`src/rtl/core/rdsm_pkg.sv`:
```
package rdsm_pkg;

	localparam int MAX_DISKS_DEF = 32;
	localparam int MIN_DISKS     = 4;
	localparam int SYNDROMES     = 2;
	localparam int RESERVED_ROW  = 3;

	localparam int BLK_W   = 40;
	localparam int COL_W   = 5;
	localparam int SEC_W   = 48;
	localparam int DEV_W   = 5;
	localparam int DCNT_W  = 6;
	localparam int CHUNK_W = 17;

	// bits of quotient resolved per divider stage
	localparam int DIV_STEP = 8;

	localparam int CFG_IDX_W  = 3;
	localparam int CFG_DATA_W = 48;

	typedef enum logic [CFG_IDX_W-1:0] {
		CFG_DISK_COUNT      = 3'd0,
		CFG_CHUNK_SECTORS   = 3'd1,
		CFG_DEVICE_SECTORS  = 3'd2,
		CFG_SEQUENTIAL_MODE = 3'd3,
		CFG_FAILED_MEMBER   = 3'd4
	} cfg_reg_t;

	localparam logic [DCNT_W-1:0]  RST_DISK_COUNT    = 6'd4;
	localparam logic [CHUNK_W-1:0] RST_CHUNK_SECTORS = 17'd8;
	localparam logic [DEV_W-1:0]   RST_FAILED_MEMBER = 5'd1;

endpackage

```
`src/rtl/core/rdsm_div_pipe.sv`:
```
module rdsm_div_pipe #(
	parameter int NW = 48,
	parameter int DW = 6,
	parameter int SW = 1
) (
	input  logic          clk,
	input  logic          arst_n,
	input  logic          en,
	input  logic          in_vld,
	input  logic [NW-1:0] num,
	input  logic [DW-1:0] den,
	input  logic [SW-1:0] side_in,
	output logic          out_vld,
	output logic [NW-1:0] quo,
	output logic [DW-1:0] rem,
	output logic [SW-1:0] side_out
);

	localparam int Step = rdsm_pkg::DIV_STEP;
	localparam int NS   = (NW + Step - 1) / Step;

	logic [NS:0]   vld_s;
	logic [DW-1:0] rem_s  [0:NS];
	logic [NW-1:0] nq_s   [0:NS];
	logic [DW-1:0] den_s  [0:NS];
	logic [SW-1:0] side_s [0:NS];

	always_ff @(posedge clk or negedge arst_n) begin
		if (!arst_n) begin
			vld_s <= '0;
		end else if (en) begin
			vld_s <= {vld_s[NS-1:0], in_vld};
		end
	end

	always_ff @(posedge clk) begin
		if (en) begin
			rem_s[0]  <= '0;
			nq_s[0]   <= num;
			den_s[0]  <= den;
			side_s[0] <= side_in;
		end
	end

	for (genvar k = 0; k < NS; k++) begin : g_stage
		logic [DW-1:0] r_c;
		logic [NW-1:0] q_c;

		// restoring division, numerator shifts out as quotient shifts in
		always_comb begin
			logic [DW:0] t;
			t   = '0;
			r_c = rem_s[k];
			q_c = nq_s[k];
			for (int j = 0; j < Step; j++) begin
				if (k * Step + j < NW) begin
					t   = {r_c, q_c[NW-1]};
					q_c = {q_c[NW-2:0], 1'b0};
					if (t >= {1'b0, den_s[k]}) begin
						t      = t - {1'b0, den_s[k]};
						q_c[0] = 1'b1;
					end
					r_c = t[DW-1:0];
				end
			end
		end

		always_ff @(posedge clk) begin
			if (en) begin
				rem_s[k+1]  <= r_c;
				nq_s[k+1]   <= q_c;
				den_s[k+1]  <= den_s[k];
				side_s[k+1] <= side_s[k];
			end
		end
	end

	assign out_vld  = vld_s[NS];
	assign quo      = nq_s[NS];
	assign rem      = rem_s[NS];
	assign side_out = side_s[NS];

endmodule

```
`config.mk`:
```
export PLATFORM = sky130hd
export DESIGN_NAME = rdsm_div_pipe
export DESIGN_NICKNAME = d
export VERILOG_FILES = /design/src/rtl/core/rdsm_pkg.sv /design/src/rtl/core/rdsm_div_pipe.sv
export SDC_FILE = /design/constraint.sdc
export NUM_CORES = 1
export LEC_CHECK = 0
export BUFFER_PORTS_ARGS = -buffer_cell sky130_fd_sc_hd__buf_2
export CORE_ASPECT_RATIO = 0.7
export CORE_UTILIZATION = 68
export DETAILED_ROUTE_END_ITERATION = 6
export GPL_ROUTABILITY_DRIVEN = 0
export HOLD_SLACK_MARGIN = 0.02
export PLACE_DENSITY = 0.87
export SLEW_MARGIN = 30
export SYNTH_ARGS = -nofsm -noshare
export SYNTH_HDL_FRONTEND = slang
export SYNTH_SLANG_ARGS = --single-unit
```
`constraint.sdc`:
```
create_clock -name clk -period 28.3 [get_ports clk]
set_input_delay 1.415 -clock clk [delete_from_list [all_inputs] [get_ports clk]]
set_output_delay 1.415 -clock clk [all_outputs]
set_load 0.05 [all_outputs]
```
# Word-level counts from Yosys, hierarchy flattened
# Memory sizes are Yosys's and may differ from the RTL's.
# Index checks and enable logic that the tools add are counted.
# totals
register_bits	7
latch_bits	0
ram_bits	427
romBits	0
in_bits	59
out_inout_bits	56
word_cells	199
memories	4
# memory_table
name	depth	word_bits	rd	rd_clocked_by_memory_dff	wr	line	source
nq_s	7	48	7	0	7	rdsm_div_pipe.sv:24	logic [NW-1:0] nq_s [0:NS];
den_s	7	6	6	0	7	rdsm_div_pipe.sv:25	logic [DW-1:0] den_s [0:NS];
rem_s	7	6	7	0	7	rdsm_div_pipe.sv:23	logic [DW-1:0] rem_s [0:NS];
side_s	7	1	7	0	7	rdsm_div_pipe.sv:26	logic [SW-1:0] side_s [0:NS];
# classes
addsub	48
multipliers	0
n_div	0
magnitude_cmp	48
n_eq_ne	0
shifts	0
mux	98
n_bitwise	0
reduce_logical	0
# op_table
cell	count
$ge A7 B6 Y1	48
$mux W6	48
$sub A6 B6 Y6	48
$mux W1	50

# Logic depth before layout (Yosys ltp)
# Gate-level depths: netlist of the first run.
# An unclocked memory read counts as a cell.
# logic_depth
depth_word	17
ltp_mapped	86
depth_no_buf	84

# Least setup slack after synthesis of the first run
# Ideal clock, no wire load.
# synth_timing
path_type	register to register
from	memory den_s[2][1]
to	memory rem_s[3][1] (data pin)
setup_time_ns	0.261
t_arrival_ns	16.217
required_ns	28.039
setup_slack_ns	11.823
stages_incl_launch_ff	81
path_buffers	2
synth_period_minus_slack_ns	16.477
cell_sequence	edfxtp_1 > inv_1 > ha_1 > a21oi_1 > o21ai_0 > a21oi_2 > inv_2 > o21ai_0 > inv_1 > ha_1 > nor2b_1 > o31a_1 > o21a_1 > o22a_1 > a21oi_1 > nand2_1 > clkbuf_1 > mux2_2 > (+45 left out) > nand2b_1 > a21o_1 > a21o_1 > a221o_1 > a21oi_1 > inv_1 > a21oi_1 > ha_1 > a21o_1 > a21o_1 > a21o_1 > a21oi_1 > o21ai_0 > a21o_1 > a221o_1 > a21o_1 > buf_2 > a221o_1
# synth_lines
element	line
start, declared	rdsm_div_pipe.sv:25
end, declared	rdsm_div_pipe.sv:23

==> results of run 1 <==
final cells by class:
class	instances	area, sq um
Clock inverter	30	290
Multi-Input combinational cell	1813	14900
Fill cell	2611	10000
Tap cell	544	681
Antenna cell	2	5.00
Sequential cell	422	12600
Timing Repair Buffer	118	623
Clock buffer	45	1080
Inverter	256	966
logic make-up (layout without fill, tap and decap cells):
kind of cell	Yosys count	count (layout)
other	0	2
flip-flops	422	422
buffers and inverters	272	449
adder cells (fa/ha/maj)	331	331
AND/OR/NAND/NOR	519	519
XOR/XNOR	146	146
multiplexers	193	193
AO/OA/AOI/OAI	624	624
routing by layer:
metal	GRT usage [%]	vias up
met4	12.2	0
met5	0	-
met1	42.1	10006
li1	-	9656
met2	48.1	1116
met3	5.76	206
through the flow:
step	instance area [sq um]	hold slack [ps]
2_1_floorplan	28600	400
3_3_place_gp	29800	400
3_5_place_dp	29800	405
4_1_cts	31200	415
5_1_grt	31200	422
6_report	31200	405
path summary, 6_finish.rpt:
path,from,to,cells after the start
min,nq_s[1][17]$_DFFE_PP_,nq_s[2][25]$_DFFE_PP_,0
max in group asynchronous,arst_n,vld_s[3]$_DFFE_PN0P_,1
max,den_s[2][1]$_DFFE_PP_,rem_s[3][5]$_DFFE_PP_,78
min in group asynchronous,arst_n,vld_s[2]$_DFFE_PN0P_,1
min reg2reg,nq_s[1][17]$_DFFE_PP_,nq_s[2][25]$_DFFE_PP_,0
max reg2reg,den_s[2][1]$_DFFE_PP_,rem_s[3][5]$_DFFE_PP_,78
state kept, by name, indices dropped and copies added, names as in the netlist:
register	flops
vld_s	7
rem_s	36
nq_s	336
den_s	36
side_s	7
layout by cell type (no fill, tap or decap), types with 11 or more instances in the layout:
| cell type | synthesis | layout |
|---|---|---|
| sky130_fd_sc_hd__inv_1 | 242 | 242 |
| sky130_fd_sc_hd__or3_1 | 11 | 11 |
| sky130_fd_sc_hd__buf_2 | 6 | 113 |
| sky130_fd_sc_hd__ha_1 | 284 | 284 |
| sky130_fd_sc_hd__xnor2_1 | 89 | 89 |
| sky130_fd_sc_hd__o21a_1 | 37 | 37 |
| sky130_fd_sc_hd__nand3_1 | 36 | 36 |
| sky130_fd_sc_hd__a221o_1 | 19 | 19 |
| sky130_fd_sc_hd__or2_2 | 13 | 13 |
| sky130_fd_sc_hd__o21ai_0 | 128 | 128 |
| sky130_fd_sc_hd__nand2_1 | 123 | 123 |
| sky130_fd_sc_hd__mux2i_1 | 94 | 94 |
| sky130_fd_sc_hd__and2_1 | 11 | 11 |
| sky130_fd_sc_hd__nor2b_1 | 56 | 56 |
| sky130_fd_sc_hd__a21oi_1 | 140 | 140 |
| sky130_fd_sc_hd__o31a_1 | 19 | 19 |
| sky130_fd_sc_hd__a211oi_1 | 13 | 13 |
| sky130_fd_sc_hd__nor3_1 | 20 | 20 |
| sky130_fd_sc_hd__mux2_2 | 90 | 90 |
| sky130_fd_sc_hd__and3_1 | 24 | 24 |
| sky130_fd_sc_hd__nand4_1 | 19 | 19 |
| sky130_fd_sc_hd__nand2b_1 | 30 | 30 |
| sky130_fd_sc_hd__a31oi_1 | 17 | 16 |
| sky130_fd_sc_hd__a21boi_0 | 16 | 16 |
| sky130_fd_sc_hd__edfxtp_1 | 415 | 415 |
| sky130_fd_sc_hd__a21o_1 | 91 | 91 |
| sky130_fd_sc_hd__xor2_1 | 57 | 57 |
| sky130_fd_sc_hd__nor2_1 | 120 | 120 |
| sky130_fd_sc_hd__clkbuf_16 | 0 | 43 |
| sky130_fd_sc_hd__fa_1 | 47 | 47 |
==> impl_metrics.tcl, run 1 <==
set metrics [dict create \
    grt_setup_unrepaired "no" \
    fmax_ghz 0.0485 \
    total_global_routing_track_utilization_pct 30.6 \
    syn-mean-instance-area_sq_um 11.4 \
    postSynthRegisterBits 422 \
    totalNegativeSetupSlack_ps 0 \
    final_period_minus_worst_setup_slack_ps 20620 \
    finish.cell_count_without_fillers 3230 \
    post_synth_mux_area_share_pct 7.37 \
    cts_num_sinks 422 \
    post_cts.resized_instances 0 \
    clkLatencyLatePin_ps 570 \
    post_synth_and_or_nand_nor_area_fraction_pct 9.48 \
    number_of_global_route_vias_before_repair 21122 \
    synth.yosys.seq_area_share_pct 44.2 \
    cts.htree.levels 2 \
    failed_checks "design-rule violations" \
    dpl_worst_slack_ps 8350 \
    synth_xor_area_share_pct 4.47 \
    synth-edff-count 415 \
    area_share_of_the_leading_cell_type_in_the_synthesized_netlist_pct 43.5 \
    final_cell_utilization_of_the_core_pct 75.7 \
    initialDrtViolationCount 2172 \
    holdBufCountCts 0 \
    first_pass_iters 7 \
    die_h_um 174 \
    drt_drc_violations_left 8 \
    grt_antenna_before_repair 2 \
    critical_path_peak_fanout 14 \
    hpwl_um 47900 \
    final_cycle_utilization_of_the_critical_path_pct 72.9 \
    cp.arrival_ps 20920 \
    synth.net_count 2897 \
    synthesis.yosys.warnings 0 \
    grt_start_max_net_pins 180 \
    synth_adder_area_share_pct 15.7 \
    root_buffer "sky130_fd_sc_hd__clkbuf_16" \
    finalClockSkew_ps 19.4 \
    numCtsBuffers 41 \
    cap_violations 0 \
    wl_per_cell_um 20.3 \
    synthesis.instances 2507 \
    timing.reg2reg.setup_slack_ps 7680 \
    synth.cells.most_frequent "sky130_fd_sc_hd__edfxtp_1, sky130_fd_sc_hd__ha_1, sky130_fd_sc_hd__inv_1" \
    met1_length_um 27100 \
    ys_top_cells_by_area "sky130_fd_sc_hd__edfxtp_1, sky130_fd_sc_hd__ha_1, sky130_fd_sc_hd__mux2_2, sky130_fd_sc_hd__fa_1, sky130_fd_sc_hd__mux2i_1" \
    design.final.nets 3042 \
    synth-main-ff-cell "sky130_fd_sc_hd__edfxtp_1" \
    route.met3.wl_um 6130 \
    finalWirelength_um 65600 \
    tritoncts "yes" \
    setup_viol 0 \
    run_status "complete, but fails checks" \
    delay_of_the_slowest_cell_on_the_worst_path_ps 830 \
    fin_max_slew_vios 0 \
    most_common_cell_in_the_netlist "sky130_fd_sc_hd__edfxtp_1" \
    synth_top_family_by_area "adder cells" \
    final_antenna_net_count 0 \
    wire_length_of_the_first_global_routing_pass_um 106000 \
    chipWidth_um 247 \
    crit_buf_inv 10 \
    drive_above_1_share_pct 13.5 \
    top_signal_layer_used "met4" \
    cpMostUsedCell "sky130_fd_sc_hd__o21ai_0" \
    floorplan_core_area_sq_um 41300 \
    dp.cells 3153 \
    max-slew-margin-rel_pct 38.1 \
    met2_length_um 30200 \
    post-synth-top-area-cell "sky130_fd_sc_hd__edfxtp_1" \
    areaGrowthSynthToFinish_pct 9.11 \
    design.die.area_sq_um 42900 \
    ys_async_sr_fraction_pct 1.66 \
    critical_path.top_delay_family "compound AO/OA/AOI/OAI gates" \
    io_pins 115 \
    floorplan.initialDensity_pct 69.4 \
    cp.required_ps 28600 \
    timing.final.hold_violations 0 \
    gr-total-overflow 0 \
    cts_post_setup_buffers_inserted 0 \
    setup.worst_path.start_class "flip-flop" \
    criticalPathCategory "reg2reg" \
    routed_via_density 6.50 \
    hold_path.class "reg2reg" \
    row_count 62 \
    detailroute.via_count 20984 \
    number_of_buffers_on_the_longest_clock_path 3 \
    critPathCaptureType "flip-flop" \
    finalWorstSetupSlack_ps 7680 \
    clk_pin_slew_worst_paths_ps 70 \
    worst_slew_pin_slew_ps 928 \
    critPathSlowestCell "sky130_fd_sc_hd__edfxtp_1" \
    synth_compound_gate_area_share_pct 15.2 \
    syn-cell-area_sq_um 28600 \
    netlist-cell-type-count 109 \
    numPortBuffers 114 \
]
Power of run 1 is not shown: default switching activity piles up to over one toggle a cycle in this logic, so the estimate is an artifact.
==> run 2, diff against run 1 <==
CORE_UTILIZATION = 63   (was 68)
PLACE_DENSITY = 0.81   (was 0.87)
clock period = 19.4 ns   (was 28.3 ns; I/O delays follow)
==> impl_metrics.tcl, run 2 (synthesized netlist as in run 1, its figures left out) <==
set metrics [dict create \
    grt_antenna_before_repair 0 \
    delay_of_the_slowest_cell_on_the_worst_path_ps 440 \
    fin_max_slew_vios 0 \
    wire_length_of_the_first_global_routing_pass_um 104000 \
    finalClockSkew_ps 17.7 \
    critPathSlowestCell "sky130_fd_sc_hd__ha_1" \
    final_cell_utilization_of_the_core_pct 71.3 \
    root_buffer "sky130_fd_sc_hd__clkbuf_16" \
    floorplan.initialDensity_pct 64.6 \
    total_global_routing_track_utilization_pct 27.8 \
    holdBufCountCts 0 \
    die_h_um 180 \
    clk_pin_slew_worst_paths_ps 70 \
    initialDrtViolationCount 2142 \
    number_of_global_route_vias_before_repair 20574 \
    io_pins 115 \
    fmax_ghz 0.0544 \
    chipWidth_um 257 \
    final_period_minus_worst_setup_slack_ps 18370 \
    cts_num_sinks 422 \
    num_antenna_cells 0 \
    cp.arrival_ps 18670 \
    criticalPathCategory "reg2reg" \
    drt_drc_violations_left 0 \
    design.die.area_sq_um 46300 \
    final_cell_mix "sky130_fd_sc_hd__edfxtp_1, sky130_fd_sc_hd__ha_1, sky130_fd_sc_hd__inv_1" \
    clkLatencyLatePin_ps 560 \
    grt_start_max_net_pins 113 \
    timing.final.hold_violations 0 \
    layout.cells.most_common "sky130_fd_sc_hd__edfxtp_1" \
    numCtsBuffers 40 \
    worst_slew_pin_slew_ps 915 \
    hold_path.class "in2async" \
    final_cycle_utilization_of_the_critical_path_pct 94.7 \
    setup_viol 0 \
    reg.largest.list "nq_s x336, den_s x36, rem_s x36" \
    number_of_buffers_on_the_longest_clock_path 3 \
    first_pass_iters 6 \
    detailroute.via_count 20677 \
    cap_violations 0 \
    cp.required_ps 19700 \
    largest_register_ffs 336 \
    cpMostUsedCell "sky130_fd_sc_hd__a21o_1" \
    cts.htree.levels 2 \
    critPathCaptureType "flip-flop" \
    setup.worst_path.start_class "flip-flop" \
    finalWirelength_um 65000 \
    tritoncts "yes" \
    numPortBuffers 114 \
    drive_above_1_share_pct 14.9 \
    max-slew-margin-rel_pct 39.0 \
    areaGrowthSynthToFinish_pct 10.3 \
    wl_per_cell_um 19.7 \
    row_count 64 \
    design.final.nets 3071 \
    biggest_register "nq_s" \
    run_status "finished clean" \
    floorplan_core_area_sq_um 44300 \
    routed_via_density 6.26 \
    final_antenna_net_count 0 \
    critical_path_peak_fanout 16 \
    gr-total-overflow 0 \
    hpwl_um 48000 \
]
[run 2: cell count changes in the layout (fill, tap and decap cells not counted), sizes merged]
cell / delta
clkinv: -2
inv: -8
clkbuf: +4
buf: +30
clkinvlp: +3
diode: -2
[run 2: repair_timing]
item                                    4_1_cts  5_1_grt
endpoints found under the setup margin        0       35
buffers inserted                              0       17
gates resized for setup                       0       35
[run 2: metal layers]
metal / vias up / global-route usage, % / part of all wire (%)
met1: 9906 / 39.1 / 44
met5: - / 0 / 0
li1: 9729 / - / -
met4: 0 / 8.76 / 2.7
met2: 895 / 43.8 / 45
met3: 147 / 4.98 / 8.0
[run 2: cell type report]
class	count	area [sq um]
sequential	422	12600
tap	594	743
clock buffer	49	1070
timing repair buffer	148	860
inverter	256	988
multi-input combinational	1813	15000
fill	3044	12700
clock inverter	23	240
[run 2: critical path: cells and delay by family (launching register included)]
family	cells	cell delay (ps)
AOI/OAI and AO/OA	44	10340
adders and majority gates	8	2510
and+or+nand+nor	12	1860
muxes	6	1650
buffers and inverters	9	1340
DFF	1	370
[run 2: final timing paths]
kind / startpoint / to / slack [ps] / depth (start not counted)
min reg2reg: nq_s[1][16]$_DFFE_PP_ / nq_s[2][24]$_DFFE_PP_ / 400 / 0
max: den_s[5][4]$_DFFE_PP_ / rem_s[6][3]$_DFFE_PP_ / 1030 / 79
max in group asynchronous: arst_n / vld_s[1]$_DFFE_PN0P_ / 19000 / 1
min: arst_n / vld_s[3]$_DFFE_PN0P_ / 240 / 1
max reg2reg: den_s[5][4]$_DFFE_PP_ / rem_s[6][3]$_DFFE_PP_ / 1030 / 79
min in group clk: nq_s[1][16]$_DFFE_PP_ / nq_s[2][24]$_DFFE_PP_ / 400 / 0
[run 2: metrics by stage]
| step | TNS (ps) | cells | hold slack [ps] | area [sq um] | setup WS [ps] |
|---|---|---|---|---|---|
| floorplan | 0 | 2507 | 400 | 28600 | 2920 |
| global placement | 0 | 3215 | 400 | 30000 | 1280 |
| detailed placement | 0 | 3216 | 405 | 30000 | 491 |
| CTS | 0 | 3288 | 219 | 31300 | 460 |
| global route | -222 | 3305 | 227 | 31600 | -40.4 |
| finish | 0 | 3305 | 242 | 31600 | 1030 |
Power of run 2 is left out for the same reason.
==> run 3, diff against run 2 <==
CORE_ASPECT_RATIO = unset   (was 0.7)
CORE_UTILIZATION = 65   (was 63)
CTS_BUF_LIST = sky130_fd_sc_hd__clkbuf_4   (was unset)
PLACE_DENSITY = 0.83   (was 0.81)
==> impl_metrics.tcl, run 3 (synthesized netlist as in run 1, its figures left out) <==
set metrics [dict create \
    run_status "complete, but fails checks" \
    failed_checks "design-rule violations" \
    gr-total-overflow 0 \
    dpl_worst_slack_ps 383 \
    drt_drc_violations_left 1 \
    areaGrowthSynthToFinish_pct 10.6 \
    numPortBuffers 114 \
    finalClockSkew_ps 42.2 \
    layout.cells.most_common "sky130_fd_sc_hd__edfxtp_1" \
    cts.htree.levels 3 \
    drive_above_1_share_pct 18.3 \
    biggest_register "nq_s" \
    grt_setup_unrepaired "no" \
    initialDrtViolationCount 1335 \
    die_h_um 212 \
    cpMostUsedCell "sky130_fd_sc_hd__a21o_1" \
    finalWirelength_um 60200 \
    critical_path.top_delay_family "compound AO/OA/AOI/OAI gates" \
    timing.final.hold_violations 0 \
    number_of_global_route_vias_before_repair 20983 \
    clk_pin_slew_worst_paths_ps 70 \
    first_pass_iters 7 \
    fmax_ghz 0.0550 \
    cts_num_sinks 422 \
    detailroute.via_count 20729 \
    chipWidth_um 212 \
    tritoncts "yes" \
    numCtsBuffers 110 \
    final_cycle_utilization_of_the_critical_path_pct 93.7 \
    critPathCaptureType "flip-flop" \
    io_pins 115 \
    totalNegativeSetupSlack_ps 0 \
    floorplan.initialDensity_pct 66.2 \
    root_buffer "sky130_fd_sc_hd__clkbuf_4" \
    max-slew-margin-rel_pct 45.0 \
    critPathSlowestCell "sky130_fd_sc_hd__a2111o_1" \
    floorplan_core_area_sq_um 43300 \
    total_global_routing_track_utilization_pct 27.2 \
    row_count 76 \
    hpwl_um 43500 \
    number_of_buffers_on_the_longest_clock_path 3 \
    crit_buf_inv 8 \
    fin_max_slew_vios 0 \
    final_period_minus_worst_setup_slack_ps 18190 \
    design.die.area_sq_um 44900 \
    cap_violations 0 \
    wl_per_cell_um 17.6 \
    largest_register_ffs 336 \
    cp.required_ps 19980 \
    design.final.nets 3143 \
    reg.largest.list "nq_s x336, den_s x36, rem_s x36" \
    clkLatencyLatePin_ps 870 \
    final_antenna_net_count 0 \
    setup_viol 0 \
    critical_path_peak_fanout 13 \
    cp.arrival_ps 18770 \
    final_cell_mix "sky130_fd_sc_hd__edfxtp_1, sky130_fd_sc_hd__ha_1, sky130_fd_sc_hd__inv_1" \
    delay_of_the_slowest_cell_on_the_worst_path_ps 560 \
    finalWorstSetupSlack_ps 1210 \
    grt_start_max_net_pins 108 \
    worst_slew_pin_slew_ps 825 \
    grt_antenna_before_repair 2 \
    hold_path.class "in2reg" \
    routed_via_density 6.06 \
    wire_length_of_the_first_global_routing_pass_um 98400 \
    setup.worst_path.start_class "flip-flop" \
    criticalPathCategory "reg2reg" \
]
[run 3: metal layers]
layer / vias up / GRT usage, % / share of wire, % / routed length [um]
li1: 9947 / - / - / -
met1: 9845 / 33.6 / 42 / 25300
met2: 745 / 46.0 / 49 / 29300
met3: 192 / 5.55 / 5.9 / 3540
met4: 0 / 11.7 / 3.5 / 2100
met5: - / 0 / 0 / 0
[run 3: path summary, 6_finish.rpt]
check	from	to	slack [ps]	depth (start not counted)
setup / recovery	den_s[1][4]$_DFFE_PP_	rem_s[2][2]$_DFFE_PP_	1210	79
hold reg to reg	nq_s[2][17]$_DFFE_PP_	nq_s[3][25]$_DFFE_PP_	400	0
hold / removal	num[42]	nq_s[0][42]$_DFFE_PP_	280	1
min in group asynchronous	arst_n	vld_s[6]$_DFFE_PN0P_	460	2
max in group asynchronous	arst_n	vld_s[3]$_DFFE_PN0P_	18740	2
setup reg to reg	den_s[1][4]$_DFFE_PP_	rem_s[2][2]$_DFFE_PP_	1210	79
[run 3: stage by stage]
stage                     area [sq um]  hold WS (ps)  utilization, %  std cells
after floorplan                  28600           400               -       2507
after global placement           30000           400            69.2       3204
after detailed placement         30000           405            69.2       3204
after CTS                        31400           207            72.5       3395
after global routing             31700           201            73.2       3422
final                            31700           282            73.2       3422
[run 3: area by class of cell]
| cell class | count | area, sq um |
|---|---|---|
| Fill cell | 2952 | 11600 |
| Timing Repair Buffer | 150 | 868 |
| Multi-Input combinational cell | 1813 | 15000 |
| Inverter | 256 | 985 |
| Clock inverter | 29 | 196 |
| Tap cell | 585 | 732 |
| Clock buffer | 161 | 1210 |
| Sequential cell | 422 | 12600 |
| Antenna cell | 6 | 15.0 |
[run 3: repair_timing]
action,in CTS,in global routing
endpoints found under the setup margin,0,35
setup buffers,0,21
resized for setup,0,32
endpoints found under the hold margin,7,0
hold buffers,1,0
Power of run 3 is left out for the same reason.
